### src/rtl/tssf_pkg.sv
// Shared types, widths, codes and tables of the train speed supervision block.
// Used by the channel interfaces and by every RTL module; depends on nothing.
`timescale 1ns / 1ps
`default_nettype none

package tssf_pkg;

    // Field widths.
    localparam int FUNC_W  = 2;
    localparam int SPEED_W = 12;
    localparam int ACCEL_W = 16;
    localparam int CMODE_W = 2;
    localparam int PHASE_W = 2;
    localparam int CRIT_W  = 12;

    // Configuration port.
    localparam int CFG_IDX_W  = 3;
    localparam int CFG_DATA_W = 14;
    localparam int DMODE_W    = 2;
    localparam int DELAY_W    = 11;
    localparam int RATE_W     = 14;
    localparam int GRADE_W    = 12;
    localparam int JERK_W     = 14;

    localparam logic [CFG_IDX_W-1:0] CFG_DRIVING_MODE   = 3'd0;
    localparam logic [CFG_IDX_W-1:0] CFG_BRAKE_DELAY    = 3'd1;
    localparam logic [CFG_IDX_W-1:0] CFG_REDUCTION_RATE = 3'd2;
    localparam logic [CFG_IDX_W-1:0] CFG_MAX_GRADE      = 3'd3;
    localparam logic [CFG_IDX_W-1:0] CFG_BRAKE_JERK     = 3'd4;

    localparam logic [DMODE_W-1:0] RST_DRIVING_MODE   = 2'd0;
    localparam logic [DELAY_W-1:0] RST_BRAKE_DELAY    = 11'd448;
    localparam logic [RATE_W-1:0]  RST_REDUCTION_RATE = 14'd2867;
    localparam logic [GRADE_W-1:0] RST_MAX_GRADE      = 12'd960;
    localparam logic [JERK_W-1:0]  RST_BRAKE_JERK     = 14'd3645;

    // Driving mode codes, which select the threshold offsets.
    localparam logic [DMODE_W-1:0] DM_FULL      = 2'd0;
    localparam logic [DMODE_W-1:0] DM_LIMITED   = 2'd1;
    localparam logic [DMODE_W-1:0] DM_FAULT     = 2'd2;
    localparam logic [DMODE_W-1:0] DM_FAULT_ALL = 2'd3;

    // Command codes.
    localparam logic [FUNC_W-1:0] FN_SAMPLE = 2'd0;
    localparam logic [FUNC_W-1:0] FN_START  = 2'd1;
    localparam logic [FUNC_W-1:0] FN_STOP   = 2'd2;

    // Curve mode codes (the unused code behaves as the constant margin).
    localparam logic [CMODE_W-1:0] CM_NONE  = 2'd0;
    localparam logic [CMODE_W-1:0] CM_CURVE = 2'd1;
    localparam logic [CMODE_W-1:0] CM_CONST = 2'd2;

    // Margin datapath widths. Accelerations are in 1/(4096*125) m/s2.
    localparam int A_W    = 23;                // a, t, g, m, s
    localparam int LIN_W  = 24;                // a + t
    localparam int K_W    = 19;                // delay * 250
    localparam int P1_W   = 43;                // lin * delay * 250
    localparam int P2_W   = 44;                // s * s
    localparam int P3_W   = 57;                // lin * delay * 250 * jerk
    localparam int DJ_W   = 31;                // jerk * 78125
    localparam int N_W    = 58;                // numerator before the factor 9
    localparam int REM_W  = 59;                // 9 * N + den / 2
    localparam int DEN_SHIFT = 16;             // den = jerk * 78125 * 2^16
    localparam int FRONT_LAT = 6;              // registered stages before the divider
    localparam int DIV_STEPS = CRIT_W + 1;     // overflow test plus one step per bit
    localparam int STEP_W    = $clog2(DIV_STEPS);

    localparam int A_SCALE     = 125;
    localparam int GRADE_SCALE = 196;
    localparam int DELAY_SCALE = 250;
    localparam int DEN_SCALE   = 78125;
    localparam int SQ_SHIFT    = 8;
    localparam int NUM_SCALE   = 9;

    // Threshold comparisons.
    localparam int OFF_W = 12;
    localparam int TH_W  = 15;

    typedef enum logic [PHASE_W-1:0] {
        PH_A = 2'd0,
        PH_B = 2'd1,
        PH_C = 2'd2,
        PH_D = 2'd3
    } t_phase;

    typedef enum logic [1:0] {
        ST_IDLE,
        ST_CALC,
        ST_DONE
    } t_state;

    typedef struct packed {
        logic [DMODE_W-1:0] driving_mode;
        logic [DELAY_W-1:0] brake_delay;
        logic [RATE_W-1:0]  reduction_rate;
        logic [GRADE_W-1:0] max_grade;
        logic [JERK_W-1:0]  brake_jerk;
    } t_cfg;

    typedef struct packed {
        logic             valid;
        logic             nonpos;
        logic [REM_W-1:0] rem;
        logic [DJ_W-1:0]  dj;
    } t_div_req;

    typedef struct packed {
        logic              done;
        logic [CRIT_W-1:0] crit;
    } t_div_rsp;

    typedef struct packed {
        logic               apply;
        logic [FUNC_W-1:0]  func;
        logic [SPEED_W-1:0] speed;
        logic [SPEED_W-1:0] allowed;
        logic [CMODE_W-1:0] curve_mode;
        logic [CRIT_W-1:0]  crit;
        logic [DMODE_W-1:0] driving_mode;
    } t_eval_req;

    typedef struct packed {
        t_phase phase;
        logic   running;
    } t_sup_state;

    typedef struct packed {
        logic signed [OFF_W-1:0] act;
        logic signed [OFF_W-1:0] lct;
        logic signed [OFF_W-1:0] afs;
        logic signed [OFF_W-1:0] lfs;
        logic signed [OFF_W-1:0] afe;
    } t_offsets;

    // Threshold offsets in 1/16 km/h for each driving mode.
    function automatic t_offsets offsets_for(input logic [DMODE_W-1:0] mode);
        t_offsets o;
        case (mode)
            DM_FULL:    o = '{12'sd64, 12'sd80, 12'sd32, 12'sd48, 12'sd0};
            DM_LIMITED: o = '{12'sd32, 12'sd48, 12'sd16, 12'sd32, 12'sd0};
            DM_FAULT:   o = '{12'sd0, 12'sd16, -12'sd1600, -12'sd1600, -12'sd1600};
            default: o = '{-12'sd1600, -12'sd1600, -12'sd1600, -12'sd1600, -12'sd1600};
        endcase
        return o;
    endfunction

endpackage

`default_nettype wire

### src/rtl/tssf_serial_div.sv
// Bit-serial restoring divider that turns the margin fraction into a saturated speed.
// Depends on tssf_pkg; driven by tssf_margin_front.
`timescale 1ns / 1ps
`default_nettype none

module tssf_serial_div (
    input  wire logic               i_clk,
    input  wire logic               i_rst_n,
    input  wire tssf_pkg::t_div_req i_req,
    output tssf_pkg::t_div_rsp      o_rsp
);

    logic [tssf_pkg::REM_W-1:0]  r_rem;
    logic [tssf_pkg::REM_W-1:0]  r_dv;
    logic [tssf_pkg::CRIT_W-1:0] r_q;
    logic                        r_sat;
    logic                        r_zero;
    logic                        r_busy;
    logic                        r_done;
    logic [tssf_pkg::STEP_W-1:0] r_step;

    logic [tssf_pkg::REM_W:0]    diff;
    logic                        ge;

    always_comb begin
        diff = {1'b0, r_rem} - {1'b0, r_dv};
        ge   = ~diff[tssf_pkg::REM_W];
    end

    // The divisor shift register starts at den * 2^12; the first step only
    // tests for overflow, the next twelve shift one quotient bit in each.
    always_ff @(posedge i_clk) begin
        if (!i_rst_n) begin
            r_busy <= 1'b0;
            r_done <= 1'b0;
            r_step <= '0;
        end else begin
            r_done <= 1'b0;
            if (i_req.valid) begin
                r_rem  <= i_req.rem;
                r_dv   <= tssf_pkg::REM_W'(i_req.dj) << (tssf_pkg::DEN_SHIFT + tssf_pkg::CRIT_W);
                r_q    <= '0;
                r_sat  <= 1'b0;
                r_zero <= i_req.nonpos;
                r_busy <= 1'b1;
                r_step <= '0;
            end else if (r_busy) begin
                if (r_step == '0) begin
                    r_sat <= ge;
                end else begin
                    if (ge) begin
                        r_rem <= diff[tssf_pkg::REM_W-1:0];
                    end
                    r_q <= {r_q[tssf_pkg::CRIT_W-2:0], ge};
                end
                r_dv   <= r_dv >> 1;
                r_step <= r_step + 1'b1;
                if (r_step == tssf_pkg::STEP_W'(tssf_pkg::DIV_STEPS - 1)) begin
                    r_busy <= 1'b0;
                    r_done <= 1'b1;
                end
            end
        end
    end

    assign o_rsp.done = r_done;
    assign o_rsp.crit = r_zero ? '0 : (r_sat ? '1 : r_q);

endmodule

`default_nettype wire

### config.mk
export PLATFORM = sky130hd
export DESIGN_NAME = tssf_serial_div
export DESIGN_NICKNAME = d
export VERILOG_FILES = /design/src/rtl/tssf_pkg.sv /design/src/rtl/tssf_serial_div.sv
export SDC_FILE = /design/constraint.sdc
export NUM_CORES = 1
export LEC_CHECK = 0
export CAP_MARGIN = 20
export CORE_AREA = 2 2 147 149
export CTS_CLUSTER_SIZE = 16
export DETAILED_ROUTE_END_ITERATION = 12
export DIE_AREA = 0 0 149 151
export DONT_BUFFER_PORTS = 1
export PLACE_DENSITY = 0.72
export SKIP_LAST_GASP = 1
export SLEW_MARGIN = 20
export SYNTH_ARGS = -nofsm -noshare
export SYNTH_HDL_FRONTEND = slang
export SYNTH_SLANG_ARGS = --single-unit
### constraint.sdc
create_clock -name i_clk -period 5.4 [get_ports i_clk]
set_input_delay 1.08 -clock i_clk [delete_from_list [all_inputs] [get_ports i_clk]]
set_output_delay 1.08 -clock i_clk [all_outputs]
set_load 0.05 [all_outputs]
* Word-level counts from Yosys, hierarchy flattened
Index checks and enable logic that the tools add are counted.
** Storage, ports and cells
- Register bits :: 138
- Latch bits :: 0
- Bits in writable memories :: 0
- ROM bits :: 0
- Bits of input ports :: 94
- Output and inout bits :: 13
- Word-level logic and storage cells :: 43
- Memories kept :: 0
** Operators by class
- Add/subtract/negate cells :: 2
- Multiply operators :: 0
- Div/mod/pow operators :: 0
- Magnitude comparators :: 0
- Equality and inequality tests :: 3
- Shift operators :: 0
- Muxes and demuxes :: 16
- Bitwise operators :: 3
- Reductions and logical operators :: 10
** Operator list (count)
- $mux W59 :: 6
- $sub A59 B59 Y60 :: 1
- $mux W12 :: 4
- $mux W1 :: 6
- $reduce_and A3 Y1 :: 2
- $add A4 B1 Y4 const B :: 1
- $eq A4 B4 Y1 const B :: 1
- $logic_not A4 Y1 :: 1
- $ne A2 B2 Y1 const B :: 2
- $reduce_and A2 Y1 :: 2
- $reduce_and A4 Y1 :: 1
- $reduce_bool A2 Y1 :: 2
- $not A1 Y1 :: 3
- $reduce_or A3 Y1 :: 1
- $reduce_or A2 Y1 :: 1

* Longest topological paths before layout
Gate-level depths: netlist of run 1.
- Depth after elaboration :: 5
- Depth in mapped cells :: 13

* Least setup slack after synthesis of run 1
No wires, ideal clock.
- Kind :: input-to-reg
- Start :: input port i_req[91] (netlist name)
- End :: register r_rem[0] (netlist name), enable pin
- Setup time :: 0.492 ns
- Arrival :: 4.941 ns
- Required time :: 4.908 ns
- Path slack :: -0.033 ns
- Stages :: 4
- Cells stage by stage :: clkbuf_1 > a21oi_1 > nor2b_1 > a21boi_1
** Between the ends
- Word-level cells in the longest chain between the ends :: 2
- Elaborated cells between the ends (all ways) :: 4
- Classes of those cells :: 2 x eq/ne; 2 x reduce/logical
** RTL lines
- from (decl) :: line tssf_serial_div.sv:9 : input wire tssf_pkg::t_div_req i_req,
- $ne A2 B2 Y1 (no line) / $reduce_bool A2 Y1 (equally long branches)
- $reduce_and A4 Y1 (no line) *
- to (signal assigned) :: line tssf_serial_div.sv:40 : r_rem <= i_req.rem;
- to (signal assigned) :: line tssf_serial_div.sv:52 : r_rem <= diff[tssf_pkg::REM_W-1:0];
- to (decl) :: line tssf_serial_div.sv:13 : logic [tssf_pkg::REM_W-1:0] r_rem;
Mark *: on every way between the ends. The rest lies on a longest branch, timed or not.
A chain may end at the register's enable or synchronous reset.

* Final worst setup path of run 1
- Start :: register r_rem[19] (netlist name)
- End :: register r_rem[46] (netlist name), enable pin
** Between the ends
- Word-level cells in the longest chain between the ends :: 3
** RTL lines
- $sub A59 B59 Y60 :: line tssf_serial_div.sv:26 : diff = {1'b0, r_rem} - {1'b0, r_dv};
- $ne A2 B2 Y1 (no line)
- $reduce_and A4 Y1 (no line)
Every way passes these cells.

==> flow_summary.ini, run 1 <==
[outcome]
status = complete, no violations

[clocking]
cts.path.max_buffers = 2
numCtsBuffers = 17
clk_latency_ns = 0.43
post_cts_resized = 0
clkSlewWorstSetupHoldPaths_ns = 0.06
cts-root-buf = clkbuf_16
cts_tree = done
cts.sinks = 138
holdBufCountCts = 0
post_cts_buffers = 0
ctsHtreeMaxLevel = 4

[yosys]
syn-instance-count = 1045
synth_seq_cells = 138
synth_cell_types = 61
yosys_most_used_dff = edfxtp_1
yosysWarningCount = 0
synth_mux_area_frac = 0.00675
synth_simple_gate_area_frac = 0.169
synth_compound_area_frac = 0.195
synthArstFlopShare = 0
synthAdderAreaFrac = 0.0846
yosysSeqAreaShare = 0.441
synth_xor_area_frac = 0.0482
syn_nets = 1201
syn_area_sq_um = 9260
synth_area_per_cell_sq_um = 8.86
synth_top_family_by_area = compound AO/OA/AOI/OAI gates
synth_edf_count = 132

[sta]
hold_violations = 0
fmax_mhz = 277
slew_viol_final = 0
setup_violations = 0
clock_skew_ns = 0.0121
slew_headroom = 0.392
timing.final.crit_share = 0.669
rsz0062_at_grt = no
setup_tns_ns = 0
holdWs_ns = 0.517
worst_pin_slew_ns = 0.908
timing.final.crit_period_ns = 3.61

[detailed_routing]
vias = 7346
drc_errors = 0
totalWireLength_um = 21600
drtAntennaViolNets = 0
avgRoutedWirePerCell_um = 16.6
vias_per_cell = 5.65
first_pass_iters = 5
drt_iter0_drc = 608

[setup_path]
reg2reg_slack_ns = 1.79
critPathLaunchType = flop
crit_chain = ha_1 -> nand4_2 -> nor4_1 -> a211oi_1 -> o211ai_1 -> nand2_1 -> nand2_1 -> o211ai_1 -> a21o_1 -> a21boi_4 -> buf_12
crit_fanout = 50
critPathKind = flop to flop
worst_setup_path_end_kind = flop
worst_r2r_path_depth = 11
cpMaxStageDelayCell = nor4_1
arrival_ns = 3.72
worst_r2r_endpoint = r_rem[46]$_DFFE_PP_
worst_ep_required_time_ns = 5.50
slowest_delay_ns = 0.49
reg2reg_from = r_rem[19]$_DFFE_PP_

[floorplanning]
fp.coreArea_sq_um = 20800
rows = 53
start_util = 0.445
die_y_um = 151
ios = 107
fp.dieW_um = 149
die_area_sq_um = 22500

[grt]
grt_use_total = 0.199
grt_max_degree = 220
grt_first_pass_wirelength_um = 35400
gr-total-overflow = 0
antenna_found_initial = 0
grt_pass1_vias = 7129

[power]
total_power_mw = 3.28
leakagePower_nw = 3.92
power_frac_comb = 0.218
power.internal_mw = 2.31
peakVddDrop_v = 0.000219
clkPwrFrac = 0.388
swShare = 0.295
power.net_switching_mw = 0.965
seq_power_share = 0.395
p_per_area_nw_per_um2 = 325

[layout]
area_delta_synth_final_pct = 8.77
design_area_sq_um = 10100
fin_cells = 1301
nets = 1169
drive_gt1_frac = 0.0497
diodes = 0

[hold_path]
holdCritPathClass = flop to flop
min_path_cells = 2
min_to = r_done$_SDFF_PP0_
hold_start = r_step[3]$_SDFFE_PP0P_

[placement]
place_hpwl_um = 15700
placed_cell_area_sq_um = 9440
port-buffer-count = 0
gp_congestion = 0.910
dp.cells = 1269

[run]
cap_violations = 0
power groups by stage:
stage,combinational (mW),clock (mW),sequential [mW]
2_1_floorplan,0.579,0,1.31
3_3_place_gp,0.692,0,1.31
3_5_place_dp,0.701,0,1.32
4_1_cts,0.707,1.28,1.29
5_1_grt,0.800,1.33,1.30
6_report,0.713,1.27,1.29
kinds of logic after synthesis:
group	count (synthesis)
mux	6
xor+xnor	51
fa+ha+maj	62
buf+inv	135
flops	138
simple gates	351
compound gates	302
cells in the mapped netlist, types with 2 or more instances:
master / count / area share
nand2_1: 145 / 0.059
edfxtp_1: 132 / 0.43
nor2_1: 106 / 0.043
o21ai_0: 104 / 0.056
inv_1: 82 / 0.033
a21oi_1: 79 / 0.043
ha_1: 61 / 0.082
clkbuf_1: 42 / 0.017
xnor2_1: 32 / 0.030
a21o_1: 24 / 0.019
nand4_1: 23 / 0.016
nor2b_1: 19 / 0.013
xor2_1: 19 / 0.018
o21ai_1: 15 / 0.0081
nor3_1: 13 / 0.0070
nand3_1: 12 / 0.0065
o211ai_1: 10 / 0.0081
a31oi_1: 9 / 0.0061
o21bai_1: 9 / 0.0073
o21a_1: 8 / 0.0065
o31ai_1: 7 / 0.0057
a211oi_1: 6 / 0.0049
buf_2: 6 / 0.0032
dfxtp_1: 6 / 0.013
and2_1: 5 / 0.0034
nor4_1: 5 / 0.0034
buf_1: 4 / 0.0016
mux2i_1: 4 / 0.0043
nor3b_1: 4 / 0.0032
o221ai_1: 4 / 0.0038
or2_2: 4 / 0.0027
a21boi_0: 3 / 0.0024
a21boi_1: 3 / 0.0024
and3_1: 3 / 0.0020
nand2b_1: 3 / 0.0020
o2111ai_1: 3 / 0.0028
or3_1: 3 / 0.0020
a211o_1: 2 / 0.0019
a221o_1: 2 / 0.0022
mux2_2: 2 / 0.0024
o31ai_2: 2 / 0.0027
cells in the final DEF, fill, tap and decap left out, types with 9 or more instances in the layout:
cell       count
xor2_1        19
inv_1         82
edfxtp_1     132
a31oi_1        9
nor2b_1       18
xnor2_1       32
o211ai_1      10
o21ai_0      104
nor2_1       106
o21bai_1       9
nand3_1       12
ha_1          61
nand4_1       23
a21oi_1       79
nor3_1        13
clkbuf_16     17
nand2_1      145
a21o_1        24
o21ai_1       15
worst max-delay path, delay by kind of cell, from the launching register on:
kind / cells / cell delay [ns]
compound gates: 5 / 1.10
simple gates: 4 / 0.99
flops: 1 / 0.39
buf+inv: 1 / 0.34
fa+ha+maj: 1 / 0.43
per-layer routing:
layer | track usage | vias to the layer above | part of all wire
met5 | 0 | - | 0
met4 | 0.0486 | 0 | 0.012
met1 | 0.275 | 3440 | 0.47
li1 | - | 3656 | -
met2 | 0.321 | 223 | 0.47
met3 | 0.0434 | 27 | 0.055
layout make-up:
cell class	count	area, sq um
fillers	1995	10700
multi-input cells	772	4680
flip-flops and latches	138	4080
clock buffers	17	425
well taps	275	344
inverters	82	308
clock inverters	15	210
repair buffers	2	27.5
metrics by stage:
stage,utilization,setup slack [ns]
3_3_place_gp,0.453,1.92
4_1_cts,0.484,1.79
6_report,0.484,1.79
3_5_place_dp,0.453,1.81
5_1_grt,0.484,1.42
2_1_floorplan,-,1.15
state kept, by name, indices dropped and copies added, names as in the netlist:
register,flops
r_sat,1
r_q,12
r_step,4
r_dv,59
r_busy,1
r_zero,1
r_done,1
r_rem,59
how the worst max path moves through the flow:
stage | start | cells after the start | end | slack, ns
floorplan | r_rem[12]$_DFFE_PP_ | 11 | r_rem[0]$_DFFE_PP_ | 1.15
global placement | r_rem[19]$_DFFE_PP_ | 11 | r_rem[37]$_DFFE_PP_ | 1.92
detailed placement | r_rem[19]$_DFFE_PP_ | 11 | r_rem[38]$_DFFE_PP_ | 1.81
CTS | r_rem[19]$_DFFE_PP_ | 11 | r_rem[36]$_DFFE_PP_ | 1.79
global route | r_rem[19]$_DFFE_PP_ | 11 | r_rem[36]$_DFFE_PP_ | 1.42
finish | r_rem[19]$_DFFE_PP_ | 11 | r_rem[46]$_DFFE_PP_ | 1.79
Power figures use the tool's default switching activity.
==> run 2, diff against run 1 <==
- PLACE_DENSITY: 0.72 -> 0.7
- clock period: 5.4 -> 3.52 ns (I/O delays scaled with it)
==> run 2 against run 1 <==
Global-route usage rose by 0.062 points. Critical endpoint is now r_rem[33]$_DFFE_PP_. Non-clock buffer count rose by 3. Wire length rose by 1.4%.
==> flow_summary.ini, run 2 (synthesis gave the netlist of run 1 again) <==
[outcome]
status = complete, no violations

[power]
leakagePower_nw = 3.94
peakVddDrop_v = 0.000367
seq_power_share = 0.401
power.net_switching_mw = 1.47
power.internal_mw = 3.47
power_frac_comb = 0.223
swShare = 0.298
clkPwrFrac = 0.375
p_per_area_nw_per_um2 = 490

[setup_path]
worst_ep_required_time_ns = 3.63
reg2reg_from = r_rem[19]$_DFFE_PP_
worstSetupStartpoint = r_rem[19]$_DFFE_PP_
worst_setup_path_end_kind = flop
crit_fanout = 37
critPathLaunchType = flop
arrival_ns = 3.33
critPathKind = flop to flop

[placement]
gp_congestion = 0.902
port-buffer-count = 0
place_hpwl_um = 15800
dp.cells = 1272
placed_cell_area_sq_um = 9480

[sta]
timing.final.crit_share = 0.914
fmax_mhz = 311
worst_pin_slew_ns = 0.905
setup_violations = 0
clock_skew_ns = 0.0140
rsz0062_at_grt = no
setup_tns_ns = 0
slew_headroom = 0.394
slew_viol_final = 0
hold_violations = 0
timing.final.crit_period_ns = 3.22

[layout]
drive_gt1_frac = 0.0515
nets = 1172
design_area_sq_um = 10100
fin_cells = 1305
layout_common_cells = 145 x nand2_1, 132 x edfxtp_1, 106 x nor2_1, 104 x o21ai_0, 82 x inv_1
area_delta_synth_final_pct = 8.97
reg_top3 = r_dv x59, r_rem x59, r_q x12
fillers = 1979
layout_commonest_cell = nand2_1
utilization = 0.485

[hold_path]
hold_start = i_req[90]
holdCritPathClass = primary input to flop

[clocking]
clk_latency_ns = 0.43
clkSlewWorstSetupHoldPaths_ns = 0.06
ctsHtreeMaxLevel = 4
cts_tree = done
cts.sinks = 138
cts-root-buf = clkbuf_16
numCtsBuffers = 17
cts.path.max_buffers = 2

[detailed_routing]
totalWireLength_um = 21900
first_pass_iters = 5
vias = 7252
drt_iter0_drc = 586
drtAntennaViolNets = 0
vias_per_cell = 5.56
drc_errors = 0
avgRoutedWirePerCell_um = 16.8

[floorplanning]
ios = 107
die_area_sq_um = 22500
die_y_um = 151
start_util = 0.445
fp.dieW_um = 149
fp.coreArea_sq_um = 20800
rows = 53

[grt]
grt_use_total = 0.200
grt_max_degree = 220
gr-total-overflow = 0
grt_first_pass_wirelength_um = 35400
antenna_found_initial = 1
grt_pass1_vias = 7000

[run]
cap_violations = 0
run 2: layer usage:
metal | track usage | wire, um
met5 | 0 | 0
met4 | 0.0538 | 196
met3 | 0.0452 | 1180
met2 | 0.323 | 10400
met1 | 0.272 | 10200
run 2: final cells by class:
class / count / area [sq um] / share of cell area
diodes: 1 / 2.50 / 0.000248
clock inverters: 14 / 171 / 0.0170
clock buffers: 18 / 429 / 0.0425
flip-flops and latches: 138 / 4080 / 0.405
repair buffers: 5 / 66.3 / 0.00657
well taps: 275 / 344 / 0.0341
inverters: 82 / 308 / 0.0305
multi-input cells: 772 / 4690 / 0.464
run 2: through the flow:
stage               hold WS [ns]  power (mW)  setup slack [ns]
floorplan                  0.463        2.89            0.0175
global placement           0.491        3.08             0.375
detailed placement         0.490        3.10             0.241
CTS                        0.355        4.95             0.201
global route               0.352        5.18            0.0346
finish                     0.372        4.94             0.301
run 2: final timing paths:
check | end | slack (ns) | cells after the start
max | r_rem[33]$_DFFE_PP_ | 0.30 | 11
min reg2reg | r_done$_SDFF_PP0_ | 0.50 | 2
min | r_zero$_DFFE_PP_ | 0.37 | 0
max reg2reg | r_rem[33]$_DFFE_PP_ | 0.30 | 11
run 2: worst max-delay path, stage by stage (launching register included):
cell and delay, ns:
edfxtp_1 0.37, ha_1 0.41, nand4_2 0.24, nor4_4 0.38, a211oi_1 0.12, o211ai_1 0.12, nand2_1 0.11, nand2_1 0.21
o211ai_1 0.19, a21o_1 0.26, a21boi_4 0.21, buf_12 0.26
run 2: power by group through the flow:
| stage | clock network [mW] | registers (mW) | logic (mW) |
|---|---|---|---|
| global route | 1.94 | 1.99 | 1.24 |
| finish | 1.86 | 1.98 | 1.10 |
| detailed placement | 0 | 2.02 | 1.08 |
| floorplan | 0 | 2.00 | 0.889 |
| global placement | 0 | 2.01 | 1.07 |
| CTS | 1.88 | 1.98 | 1.09 |
run 2: repair_timing:
item / in CTS / in global routing
setup buffers: 0 / 0
endpoints found under the setup margin: 0 / 34
endpoints found under the hold margin: 0 / 0
gates resized for setup: 0 / 2
hold buffers: 0 / 0
