**src/rtl/tssf_pkg.sv**
```systemverilog
// Shared types, widths, codes and tables of the train speed supervision block.
// Used by the channel interfaces and by every RTL module; depends on nothing.
`timescale 1ns / 1ps
`default_nettype none

package tssf_pkg;

    // Field widths.
    localparam int FUNC_W  = 2;
    localparam int SPEED_W = 12;
    localparam int ACCEL_W = 16;
    localparam int CMODE_W = 2;
    localparam int PHASE_W = 2;
    localparam int CRIT_W  = 12;

    // Configuration port.
    localparam int CFG_IDX_W  = 3;
    localparam int CFG_DATA_W = 14;
    localparam int DMODE_W    = 2;
    localparam int DELAY_W    = 11;
    localparam int RATE_W     = 14;
    localparam int GRADE_W    = 12;
    localparam int JERK_W     = 14;

    localparam logic [CFG_IDX_W-1:0] CFG_DRIVING_MODE   = 3'd0;
    localparam logic [CFG_IDX_W-1:0] CFG_BRAKE_DELAY    = 3'd1;
    localparam logic [CFG_IDX_W-1:0] CFG_REDUCTION_RATE = 3'd2;
    localparam logic [CFG_IDX_W-1:0] CFG_MAX_GRADE      = 3'd3;
    localparam logic [CFG_IDX_W-1:0] CFG_BRAKE_JERK     = 3'd4;

    localparam logic [DMODE_W-1:0] RST_DRIVING_MODE   = 2'd0;
    localparam logic [DELAY_W-1:0] RST_BRAKE_DELAY    = 11'd448;
    localparam logic [RATE_W-1:0]  RST_REDUCTION_RATE = 14'd2867;
    localparam logic [GRADE_W-1:0] RST_MAX_GRADE      = 12'd960;
    localparam logic [JERK_W-1:0]  RST_BRAKE_JERK     = 14'd3645;

    // Driving mode codes, which select the threshold offsets.
    localparam logic [DMODE_W-1:0] DM_FULL      = 2'd0;
    localparam logic [DMODE_W-1:0] DM_LIMITED   = 2'd1;
    localparam logic [DMODE_W-1:0] DM_FAULT     = 2'd2;
    localparam logic [DMODE_W-1:0] DM_FAULT_ALL = 2'd3;

    // Command codes.
    localparam logic [FUNC_W-1:0] FN_SAMPLE = 2'd0;
    localparam logic [FUNC_W-1:0] FN_START  = 2'd1;
    localparam logic [FUNC_W-1:0] FN_STOP   = 2'd2;

    // Curve mode codes (the unused code behaves as the constant margin).
    localparam logic [CMODE_W-1:0] CM_NONE  = 2'd0;
    localparam logic [CMODE_W-1:0] CM_CURVE = 2'd1;
    localparam logic [CMODE_W-1:0] CM_CONST = 2'd2;

    // Margin datapath widths. Accelerations are in 1/(4096*125) m/s2.
    localparam int A_W    = 23;                // a, t, g, m, s
    localparam int LIN_W  = 24;                // a + t
    localparam int K_W    = 19;                // delay * 250
    localparam int P1_W   = 43;                // lin * delay * 250
    localparam int P2_W   = 44;                // s * s
    localparam int P3_W   = 57;                // lin * delay * 250 * jerk
    localparam int DJ_W   = 31;                // jerk * 78125
    localparam int N_W    = 58;                // numerator before the factor 9
    localparam int REM_W  = 59;                // 9 * N + den / 2
    localparam int DEN_SHIFT = 16;             // den = jerk * 78125 * 2^16
    localparam int FRONT_LAT = 6;              // registered stages before the divider
    localparam int DIV_STEPS = CRIT_W + 1;     // overflow test plus one step per bit
    localparam int STEP_W    = $clog2(DIV_STEPS);

    localparam int A_SCALE     = 125;
    localparam int GRADE_SCALE = 196;
    localparam int DELAY_SCALE = 250;
    localparam int DEN_SCALE   = 78125;
    localparam int SQ_SHIFT    = 8;
    localparam int NUM_SCALE   = 9;

    // Threshold comparisons.
    localparam int OFF_W = 12;
    localparam int TH_W  = 15;

    typedef enum logic [PHASE_W-1:0] {
        PH_A = 2'd0,
        PH_B = 2'd1,
        PH_C = 2'd2,
        PH_D = 2'd3
    } t_phase;

    typedef enum logic [1:0] {
        ST_IDLE,
        ST_CALC,
        ST_DONE
    } t_state;

    typedef struct packed {
        logic [DMODE_W-1:0] driving_mode;
        logic [DELAY_W-1:0] brake_delay;
        logic [RATE_W-1:0]  reduction_rate;
        logic [GRADE_W-1:0] max_grade;
        logic [JERK_W-1:0]  brake_jerk;
    } t_cfg;

    typedef struct packed {
        logic             valid;
        logic             nonpos;
        logic [REM_W-1:0] rem;
        logic [DJ_W-1:0]  dj;
    } t_div_req;

    typedef struct packed {
        logic              done;
        logic [CRIT_W-1:0] crit;
    } t_div_rsp;

    typedef struct packed {
        logic               apply;
        logic [FUNC_W-1:0]  func;
        logic [SPEED_W-1:0] speed;
        logic [SPEED_W-1:0] allowed;
        logic [CMODE_W-1:0] curve_mode;
        logic [CRIT_W-1:0]  crit;
        logic [DMODE_W-1:0] driving_mode;
    } t_eval_req;

    typedef struct packed {
        t_phase phase;
        logic   running;
    } t_sup_state;

    typedef struct packed {
        logic signed [OFF_W-1:0] act;
        logic signed [OFF_W-1:0] lct;
        logic signed [OFF_W-1:0] afs;
        logic signed [OFF_W-1:0] lfs;
        logic signed [OFF_W-1:0] afe;
    } t_offsets;

    // Threshold offsets in 1/16 km/h for each driving mode.
    function automatic t_offsets offsets_for(input logic [DMODE_W-1:0] mode);
        t_offsets o;
        case (mode)
            DM_FULL:    o = '{12'sd64, 12'sd80, 12'sd32, 12'sd48, 12'sd0};
            DM_LIMITED: o = '{12'sd32, 12'sd48, 12'sd16, 12'sd32, 12'sd0};
            DM_FAULT:   o = '{12'sd0, 12'sd16, -12'sd1600, -12'sd1600, -12'sd1600};
            default: o = '{-12'sd1600, -12'sd1600, -12'sd1600, -12'sd1600, -12'sd1600};
        endcase
        return o;
    endfunction

endpackage

`default_nettype wire

```
**src/rtl/tssf_phase_fsm.sv**
```systemverilog
// Supervision phase register and the six ordered threshold events.
// Depends on tssf_pkg for codes, offsets and types.
`timescale 1ns / 1ps
`default_nettype none

module tssf_phase_fsm (
    input  wire logic                i_clk,
    input  wire logic                i_rst_n,
    input  wire tssf_pkg::t_eval_req i_req,
    output tssf_pkg::t_sup_state     o_state,
    output tssf_pkg::t_sup_state     o_next
);

    tssf_pkg::t_sup_state r_state;
    tssf_pkg::t_sup_state n_state;

    tssf_pkg::t_offsets          off;
    logic signed [tssf_pkg::TH_W-1:0] sv, sal, sc;
    logic                        u;
    logic                        e1, e2, e3, e4, e5, e6;

    function automatic logic above(input logic signed [tssf_pkg::TH_W-1:0] lhs,
                                   input logic signed [tssf_pkg::TH_W-1:0] rhs);
        return lhs > rhs;
    endfunction

    always_comb begin
        off = tssf_pkg::offsets_for(i_req.driving_mode);
        sv  = signed'(tssf_pkg::TH_W'(i_req.speed));
        sal = signed'(tssf_pkg::TH_W'(i_req.allowed));
        sc  = signed'(tssf_pkg::TH_W'(i_req.crit));
        u   = (i_req.curve_mode != tssf_pkg::CM_NONE);

        e1 = (i_req.speed == '0);
        e2 = above(sv + tssf_pkg::TH_W'(off.afe), sal)
           || (u && above(sv + tssf_pkg::TH_W'(off.afe) + sc, sal));
        e3 = (!above(sv + tssf_pkg::TH_W'(off.lfs), sal) && !u)
           || !above(sv + tssf_pkg::TH_W'(off.lfs) + sc, sal);
        e4 = above(sv + tssf_pkg::TH_W'(off.afs), sal)
           || (u && above(sv + tssf_pkg::TH_W'(off.afs) + sc, sal));
        e5 = (!above(sv + tssf_pkg::TH_W'(off.lct), sal) && !u)
           || !above(sv + tssf_pkg::TH_W'(off.lct) + sc, sal);
        e6 = above(sv + tssf_pkg::TH_W'(off.act), sal)
           || (u && above(sv + tssf_pkg::TH_W'(off.act) + sc, sal));
    end

    // Each event sees the phase left by the one before it.
    always_comb begin
        n_state = r_state;
        case (i_req.func)
            tssf_pkg::FN_START: begin
                n_state.running = 1'b1;
                n_state.phase   = tssf_pkg::PH_A;
            end
            tssf_pkg::FN_STOP: begin
                n_state.running = 1'b0;
                n_state.phase   = tssf_pkg::PH_A;
            end
            tssf_pkg::FN_SAMPLE: begin
                if (r_state.running) begin
                    if (e1 && n_state.phase == tssf_pkg::PH_A) n_state.phase = tssf_pkg::PH_B;
                    if (e2 && n_state.phase == tssf_pkg::PH_B) n_state.phase = tssf_pkg::PH_A;
                    if (e3 && n_state.phase == tssf_pkg::PH_B) n_state.phase = tssf_pkg::PH_C;
                    if (e4 && n_state.phase == tssf_pkg::PH_C) n_state.phase = tssf_pkg::PH_B;
                    if (e5 && n_state.phase == tssf_pkg::PH_C) n_state.phase = tssf_pkg::PH_D;
                    if (e6 && n_state.phase == tssf_pkg::PH_D) n_state.phase = tssf_pkg::PH_C;
                end
            end
            default: begin
            end
        endcase
    end

    always_ff @(posedge i_clk) begin
        if (!i_rst_n) begin
            r_state.phase   <= tssf_pkg::PH_A;
            r_state.running <= 1'b0;
        end else if (i_req.apply) begin
            r_state <= n_state;
        end
    end

    assign o_state = r_state;
    assign o_next  = n_state;

endmodule

`default_nettype wire
```
**config.mk**
```make
export PLATFORM = sky130hd
export DESIGN_NAME = tssf_phase_fsm
export DESIGN_NICKNAME = d
export VERILOG_FILES = /design/src/rtl/tssf_pkg.sv /design/src/rtl/tssf_phase_fsm.sv
export SDC_FILE = /design/constraint.sdc
export NUM_CORES = 1
export LEC_CHECK = 0
export BUFFER_PORTS_ARGS = -buffer_cell sky130_fd_sc_hd__buf_4
export CORE_MARGIN = 4
export CORE_UTILIZATION = 35
export DETAILED_ROUTE_END_ITERATION = 6
export GPL_ROUTABILITY_DRIVEN = 0
export MAX_ROUTING_LAYER = met4
export PLACE_DENSITY = 0.48
export SYNTH_ARGS = -nofsm -noshare
export SYNTH_HDL_FRONTEND = slang
export SYNTH_SLANG_ARGS = --single-unit
```
**constraint.sdc**
```tcl
create_clock -name i_clk -period 13.5 [get_ports i_clk]
set_clock_uncertainty 0.1 [all_clocks]
set_input_delay 4.05 -clock i_clk [delete_from_list [all_inputs] [get_ports i_clk]]
set_output_delay 4.05 -clock i_clk [all_outputs]
set_load 0.01 [all_outputs]
```
Yosys cells after proc, flatten, opt, wreduce, memory -nomap -nowiden:

Cells that the tools add are included.
W data, S select, Z words.

* register bits: 3
* bits of input ports: 45
* output and inout port bits: 6
* word-level logic and storage cells: 78

* add/sub/neg operators: 10
* order comparisons: 10
* equal/unequal tests: 9
* mux-type cells: 20
* reduce and logical (&&, ||, !) cells: 27

Operators with widths (number)
* $pmux W60 S3: 1
* $add A14 B13 Y15: 5
* $gt A15 B13 Y1: 5
* $add A13 B12 Y14: 5
* $gt A14 B13 Y1: 5
* $mux W2: 17
* $logic_not A12 Y1: 1
* $logic_and A1 B1 Y1: 11
* $eq A2 B2 Y1 const B: 5
* $eq A2 B1 Y1 const B: 4
* $logic_not A2 Y1: 3
* $logic_not A1 Y1: 5
* $logic_or A1 B1 Y1: 5
* $pmux W2 S2: 1
* $pmux W1 S2: 1
* $reduce_bool A2 Y1: 1
* $reduce_or A2 Y1: 1

Longest topological paths before layout:

Gate-level depths: netlist of the first run.

* depth after elaboration: 31
* depth in mapped cells: 26
* depth with buffers taken out: 26

Least setup slack after synthesis of the first run:

No wires, ideal clock.

* kind: in2out
* from: input i_req[1] in the netlist's numbering
* to: output o_next[1] in the netlist's numbering
* data arrival time: 8.847 ns
* data required time: 9.350 ns
* path slack: 0.503 ns
* stages: 26
* buffers on the path: 0
* cell sequence: inv_1 -> ha_1 -> ha_1 -> inv_1 -> fa_1 -> o21ai_0 -> a21o_1 -> nand2_1 -> xnor2_1 -> ha_1 -> a211oi_1 -> nand2_1 -> a31oi_1 -> a21oi_1 -> xnor2_1 -> ha_1 -> and4_1 -> and3_1 -> a2111oi_0 -> a21oi_1 -> a211oi_1 -> o21ai_0 -> a31oi_1 -> o21bai_1 -> a22oi_1 -> o31ai_1

RTL lines
* start, declared: RTL line tssf_phase_fsm.sv:9 `input wire tssf_pkg::t_eval_req i_req,`
* end, declared: RTL line tssf_phase_fsm.sv:11 `output tssf_pkg::t_sup_state o_next`

==> results of run 1 <==
[layout make-up]
| type | count | area, sq um | share of cell area |
|---|---|---|---|
| Tap cell | 216 | 270 | 0.0395 |
| Sequential cell | 3 | 60.1 | 0.00878 |
| Inverter | 61 | 229 | 0.0335 |
| Multi-Input combinational cell | 703 | 5650 | 0.825 |
| Timing Repair Buffer | 74 | 556 | 0.0812 |
| Clock buffer | 4 | 78.8 | 0.0115 |
[final timing paths]
check | end | startpoint | slack, ps | cells past startpoint
setup / recovery | o_next[2] | i_req[1] | 280 | 24
hold / removal | o_state[1] | o_state[1] | 450 | 2
setup reg to reg | o_state[2] | o_state[2] | 10850 | 9
hold reg to reg | o_state[1] | o_state[1] | 450 | 2
[cells in the final DEF, fill, tap and decap left out, types with 4 or more instances in the layout]
| cell type | synthesis | layout |
|---|---|---|
| sky130_fd_sc_hd__a21o_1 | 19 | 19 |
| sky130_fd_sc_hd__and3_1 | 8 | 8 |
| sky130_fd_sc_hd__a211oi_1 | 9 | 8 |
| sky130_fd_sc_hd__ha_1 | 154 | 150 |
| sky130_fd_sc_hd__a31oi_1 | 12 | 11 |
| sky130_fd_sc_hd__inv_1 | 60 | 60 |
| sky130_fd_sc_hd__o211ai_1 | 16 | 16 |
| sky130_fd_sc_hd__xnor2_2 | 0 | 6 |
| sky130_fd_sc_hd__o21ai_0 | 43 | 40 |
| sky130_fd_sc_hd__nor2_1 | 51 | 51 |
| sky130_fd_sc_hd__fa_2 | 0 | 4 |
| sky130_fd_sc_hd__xor2_1 | 18 | 17 |
| sky130_fd_sc_hd__o21a_1 | 13 | 13 |
| sky130_fd_sc_hd__nor3_1 | 14 | 14 |
| sky130_fd_sc_hd__a21oi_1 | 74 | 68 |
| sky130_fd_sc_hd__buf_4 | 1 | 74 |
| sky130_fd_sc_hd__nor2b_1 | 8 | 7 |
| sky130_fd_sc_hd__nand4_1 | 14 | 14 |
| sky130_fd_sc_hd__o211a_1 | 6 | 6 |
| sky130_fd_sc_hd__nand2b_1 | 7 | 7 |
| sky130_fd_sc_hd__or2_2 | 5 | 5 |
| sky130_fd_sc_hd__o22ai_1 | 5 | 5 |
| sky130_fd_sc_hd__nand2_1 | 53 | 53 |
| sky130_fd_sc_hd__a211o_1 | 7 | 7 |
| sky130_fd_sc_hd__a21oi_2 | 0 | 6 |
| sky130_fd_sc_hd__o21bai_1 | 6 | 6 |
| sky130_fd_sc_hd__nand3_1 | 26 | 26 |
| sky130_fd_sc_hd__and4_1 | 4 | 4 |
| sky130_fd_sc_hd__xnor2_1 | 56 | 50 |
| sky130_fd_sc_hd__o31ai_1 | 7 | 7 |
[stage by stage]
stage	util	hold slack, ps
6_report	0.424	446
4_1_cts	0.413	452
3_3_place_gp	0.408	427
3_5_place_dp	0.408	450
5_1_grt	0.424	468
2_1_floorplan	-	426
[critical path, cell delays in order]
cell and delay [ps]:
sky130_fd_sc_hd__buf_4 110, sky130_fd_sc_hd__inv_1 70, sky130_fd_sc_hd__buf_4 130, sky130_fd_sc_hd__ha_2 210, sky130_fd_sc_hd__ha_1 180, sky130_fd_sc_hd__inv_1 60, sky130_fd_sc_hd__fa_2 520, sky130_fd_sc_hd__inv_1 90
sky130_fd_sc_hd__ha_1 260, sky130_fd_sc_hd__a2111oi_0 380, sky130_fd_sc_hd__o21ai_0 230, sky130_fd_sc_hd__a31oi_1 240, sky130_fd_sc_hd__xnor2_1 140, sky130_fd_sc_hd__ha_1 260, sky130_fd_sc_hd__and3_1 180, sky130_fd_sc_hd__nand3_1 100
sky130_fd_sc_hd__nor2_1 60, sky130_fd_sc_hd__a21oi_1 210, sky130_fd_sc_hd__o31ai_1 120, sky130_fd_sc_hd__a221oi_2 420, sky130_fd_sc_hd__or3b_1 410, sky130_fd_sc_hd__a22o_1 260, sky130_fd_sc_hd__a22o_1 250, sky130_fd_sc_hd__buf_4 150
[what timing repair did]
action,4_1_cts,5_1_grt
setup endpoints to repair,2,2
resized for setup,4,29
cloned,0,0
setup buffers,0,4
pin swaps,0,9
[power by group through the flow]
stage          Combinational (mW)  Sequential [mW]  Clock, mW
4_1_cts                     0.512           0.0100     0.0478
5_1_grt                     0.602           0.0101     0.0490
3_3_place_gp                0.496           0.0101          0
3_5_place_dp                0.506           0.0102          0
2_1_floorplan               0.368          0.00988          0
6_report                    0.540           0.0101     0.0471
[per-layer routing]
metal | vias up | share of wire
li1 | 3075 | -
met1 | 2945 | 0.44
met2 | 198 | 0.47
met3 | 31 | 0.052
met4 | 0 | 0.038
met5 | - | 0
[logic make-up (layout without fill, tap and decap cells)]
logic type / after synthesis / in the layout
AND/OR/NAND/NOR: 205 / 205
AO/OA/AOI/OAI: 261 / 261
flip-flops: 3 / 3
adder cells (fa/ha/maj): 161 / 161
buffers and inverters: 73 / 139
XOR/XNOR: 74 / 74
multiplexers: 2 / 2
==> impl_metrics.tcl, run 1 <==
set metrics [dict create \
    met3_usage 0.0169 \
    total_detailed_routing_wirelength_um 21100 \
    async_sr_flop_fraction 0 \
    post-place-cells 1053 \
    synth_edf_count 0 \
    cts_root_buf "sky130_fd_sc_hd__clkbuf_16" \
    vias_per_cell 5.89 \
    use_met1 0.294 \
    synthesized_area_per_cell_sq_um 7.48 \
    antennaDiodeCount 0 \
    synth.mux.area_fraction 0.00365 \
    synth_area_sq_um 5830 \
    post_drt_wl_per_cell_um 19.9 \
    grt_use_total 0.226 \
    initial_core_util 0.362 \
    vdd_drop_max_uv 46.2 \
    critical_path_class "in2out" \
    number_of_detailed_route_iterations_in_the_first_pass 6 \
    power.share.switching 0.524 \
    combinational_family_with_the_most_area_after_synthesis "adder cells" \
    max_cap_viol_count 0 \
    initialDrtViolationCount 595 \
    fmax_mhz 75.6 \
    global_route.peak_usage_layer "met2" \
    p_leak_nw 3.22 \
    yosysWarningCount 0 \
    grt_max_degree 17 \
    post_synth_and_or_nand_nor_area_fraction 0.171 \
    postPlaceCellArea_sq_um 6570 \
    power_density_nw_per_um2 87.3 \
    global_route.overflow_total 0 \
    worstSetupEndpointType "output pin" \
    final_area_sq_um 6840 \
    power_frac_seq 0.017 \
    synth_seq_cells 3 \
    row_count 46 \
    status "complete, no violations" \
    layout-area-overhead-vs-synth_pct 17.3 \
    drv_slew 0 \
    antenna_found_initial 0 \
    number_of_buffer_cells_added_on_primary_ports 50 \
    total_switching_power_mw 0.313 \
    timing.final.hold_violations 0 \
    worstSkewPairLatency_ps 220 \
    die_w_um 137 \
    sum_of_internal_switching_and_leakage_power_mw 0.597 \
    htree_num_levels 1 \
    setup-violations-final 0 \
    final.setup.tns_ps 0 \
    worst_hold_path_type "reg2reg" \
    layout_worst_path_cycle_share 0.979 \
    synthesis.nets 984 \
    die-area_sq_um 18800 \
    cts.hold.buffers_added 0 \
    synth_largest_type_area_fraction 0.331 \
    timing.final.ws_setup_ps 277 \
    critical_path.startpoint_type "input pin" \
    post_synth_most_frequent_cells "154 x sky130_fd_sc_hd__ha_1, 74 x sky130_fd_sc_hd__a21oi_1, 60 x sky130_fd_sc_hd__inv_1, 56 x sky130_fd_sc_hd__xnor2_1, 53 x sky130_fd_sc_hd__nand2_1" \
    synth.distinct_cells 73 \
    clock-sinks 3 \
    net_count_reported_at_finish 1051 \
    numCtsBuffers 3 \
    nFillCells 1704 \
    intPower_mw 0.284 \
    synth-compound-area-share 0.302 \
    setup_slack_placement_ps -175 \
    cts_tree "yes" \
    pwr-share-clk 0.079 \
    ios 51 \
    timing.critical_path.arrival_ps 9070 \
    syn-instance-count 779 \
    drcViolationCount 0 \
    grt_first_pass_wirelength_um 32300 \
    min_period_ps 13220 \
    largest_register_ff_count 3 \
    combPwrFrac 0.904 \
    number_of_global_route_vias_before_repair 5984 \
    synthFlopType "sky130_fd_sc_hd__dfxtp_1" \
    yosys.area_share.adder 0.353 \
    ant_nets 0 \
    post_route_cells_drive_above_1_share 0.138 \
    core_sq_um 16100 \
    met2_usage 0.372 \
    synth_area_leaders "sky130_fd_sc_hd__ha_1 33%, sky130_fd_sc_hd__xnor2_1 8.4%, sky130_fd_sc_hd__a21oi_1 6.4%, sky130_fd_sc_hd__inv_1 3.9%, sky130_fd_sc_hd__o21ai_0 3.7%" \
    synth-seq-area-share 0.0103 \
    timing.critical_path.fanout_max 4 \
    synth_top_cell_by_area "sky130_fd_sc_hd__ha_1" \
    slew_headroom 0.363 \
    ctsLongestPathBuffers 2 \
    finalNonFillerCells 1061 \
    post-synth-top-count-cell "sky130_fd_sc_hd__ha_1" \
    via_count 6249 \
    tightestPinTransition_ps 945 \
    critPathRequiredTime_ps 9350 \
    hpwlAfterDp_um 17600 \
    yosys.area_share.xor_xnor 0.111 \
    die_y_um 137 \
    clk_pin_slew_worst_paths_ps 30 \
]
Power figures use the tool's default switching activity.
==> inputs of run 2 (changes only) <==
Settings changed: CORE_MARGIN 4 to 3, PLACE_DENSITY 0.48 to 0.49.
Clock period 13.5 ns to 11.9 ns, I/O delays scaled along.
==> run 2 against run 1 <==
Critical path depth rose by 3. Wire length rose by 13%. Die area fell by 2.9%. Count of clock-buffer cells in the layout did not move. Via count rose by 10%. Final cell count rose by 13%. Combinational power rose by 44%. Setup slack got worse by 230 ps. Largest cell class unchanged.
==> impl_metrics.tcl, run 2 (synthesized netlist as in run 1, its figures left out) <==
set metrics [dict create \
    timing.critical_path.fanout_max 6 \
    status "complete, no violations" \
    fmax_mhz 84.4 \
    met3_usage 0.0153 \
    p_leak_nw 3.93 \
    hpwlAfterDp_um 19200 \
    final_area_sq_um 8310 \
    tightestPinTransition_ps 885 \
    antenna_found_initial 0 \
    power_density_nw_per_um2 101 \
    use_met1 0.324 \
    layout_worst_path_cycle_share 0.996 \
    grt_use_total 0.261 \
    die_y_um 135 \
    core_sq_um 16100 \
    ant_nets 0 \
    largest_register_ff_count 3 \
    nFillCells 1574 \
    postPlaceCellArea_sq_um 7490 \
    post_drt_wl_per_cell_um 19.9 \
    via_count 6873 \
    number_of_global_route_vias_before_repair 6778 \
    met2_usage 0.456 \
    ios 51 \
    die-area_sq_um 18200 \
    antennaDiodeCount 0 \
    drv_slew 0 \
    critical_path_class "in2out" \
    initial_core_util 0.362 \
    grt_first_pass_wirelength_um 36500 \
    ff_latch_area_sq_um 60.1 \
    worstSkewPairLatency_ps 220 \
    ctsLongestPathBuffers 2 \
    row_count 46 \
    initialDrtViolationCount 374 \
    vias_per_cell 5.74 \
    worstRegToRegCells 13 \
    post_route_cells_drive_above_1_share 0.323 \
    htree_num_levels 1 \
    clk_pin_slew_worst_paths_ps 30 \
    clock-sinks 3 \
    cts_root_buf "sky130_fd_sc_hd__clkbuf_16" \
    number_of_buffer_cells_added_on_primary_ports 50 \
    layout.core_utilization 0.516 \
    critical_path.startpoint_type "input pin" \
    numCtsBuffers 3 \
    timing.hold.worst_path_depth 2 \
    setup-violations-final 0 \
    layout-area-overhead-vs-synth_pct 42.6 \
    drcViolationCount 0 \
    timing.final.hold_violations 0 \
    min_period_ps 11850 \
    cts.hold.buffers_added 0 \
    timing.critical_path.arrival_ps 8180 \
    global_route.peak_usage_layer "met2" \
    total_detailed_routing_wirelength_um 23800 \
    net_count_reported_at_finish 1188 \
    worst_hold_path_type "reg2reg" \
    number_of_detailed_route_iterations_in_the_first_pass 5 \
    worstSetupEndpointType "output pin" \
    commonest_cells_after_routing_fill_and_taps_aside "204 x sky130_fd_sc_hd__buf_4, 136 x sky130_fd_sc_hd__ha_1, 60 x sky130_fd_sc_hd__a21oi_1" \
    die_w_um 135 \
    critPathRequiredTime_ps 8230 \
    setup_slack_placement_ps -384 \
    cts_tree "yes" \
    timing.final.ws_setup_ps 46.8 \
    slew_headroom 0.404 \
    layout_commonest_cell "sky130_fd_sc_hd__buf_4" \
    final.setup.tns_ps 0 \
    max_cap_viol_count 0 \
    vdd_drop_max_uv 57.8 \
    grt_max_degree 17 \
    global_route.overflow_total 0 \
    rsz_0062_raised_after_global_routing "true" \
    total_area_of_multi_input_combinational_cells_sq_um 6050 \
]
run 2: repair_timing:
action                                 in CTS  in global routing
setup buffers                              13                  8
setup endpoints to repair                   2                  2
pin swaps                                  67                 57
endpoints found under the hold margin       0                  0
gates resized for setup                    91                 37
run 2: power breakdown:
| group | leakage, nW | switching (mW) | internal [mW] |
|---|---|---|---|
| Clock | 0.0382 | 0.00839 | 0.0441 |
| Sequential | 0.0246 | 0.00105 | 0.0106 |
| Combinational | 3.87 | 0.398 | 0.380 |
| Total | 3.93 | 0.408 | 0.435 |
run 2: final cells by class:
type                       instances  area share
clock buffer                       4     0.00949
inverter                          61      0.0282
timing repair buffer             211       0.195
tap                              216      0.0325
multi-input combinational        703       0.728
sequential                         3     0.00723
run 2: worst max-delay path: stages:
cell,delay (ps)
sky130_fd_sc_hd__buf_6,110
sky130_fd_sc_hd__buf_8,120
sky130_fd_sc_hd__ha_2,170
sky130_fd_sc_hd__clkinv_1,60
sky130_fd_sc_hd__ha_2,170
sky130_fd_sc_hd__inv_1,50
sky130_fd_sc_hd__fa_2,370
sky130_fd_sc_hd__xnor2_1,280
sky130_fd_sc_hd__buf_4,200
sky130_fd_sc_hd__ha_1,260
sky130_fd_sc_hd__a21oi_1,170
sky130_fd_sc_hd__o21ai_1,80
sky130_fd_sc_hd__a31oi_2,210
sky130_fd_sc_hd__a22oi_2,120
sky130_fd_sc_hd__xor2_1,170
sky130_fd_sc_hd__ha_1,300
sky130_fd_sc_hd__and3_4,200
sky130_fd_sc_hd__nand3_4,80
sky130_fd_sc_hd__a21oi_2,120
sky130_fd_sc_hd__a221o_1,170
sky130_fd_sc_hd__o21ai_2,70
sky130_fd_sc_hd__a311oi_1,230
sky130_fd_sc_hd__nand2_1,150
sky130_fd_sc_hd__maj3_2,330
sky130_fd_sc_hd__a22oi_2,170
sky130_fd_sc_hd__o31ai_1,90
sky130_fd_sc_hd__buf_4,150
run 2: layer usage:
| metal | wire length, um | vias to the layer above |
|---|---|---|
| met4 | 810 | 0 |
| met1 | 10300 | 3274 |
| li1 | - | 3342 |
| met5 | 0 | - |
| met3 | 1170 | 45 |
| met2 | 11500 | 212 |
run 2: final timing paths:
| kind | startpoint | end | slack (ps) |
|---|---|---|---|
| setup / recovery | i_req[1] | o_next[1] | 50 |
| hold / removal | o_state[1] | o_state[1] | 480 |
| setup reg to reg | o_state[2] | o_state[2] | 8750 |
| hold reg to reg | o_state[1] | o_state[1] | 480 |
run 2: per-stage QoR:
step,power [mW],std cells,hold WS (ps)
floorplan,0.430,779,426
global placement,0.670,1175,474
detailed placement,0.688,1175,479
CTS,0.806,1190,482
global route,0.921,1198,508
finish,0.843,1198,480
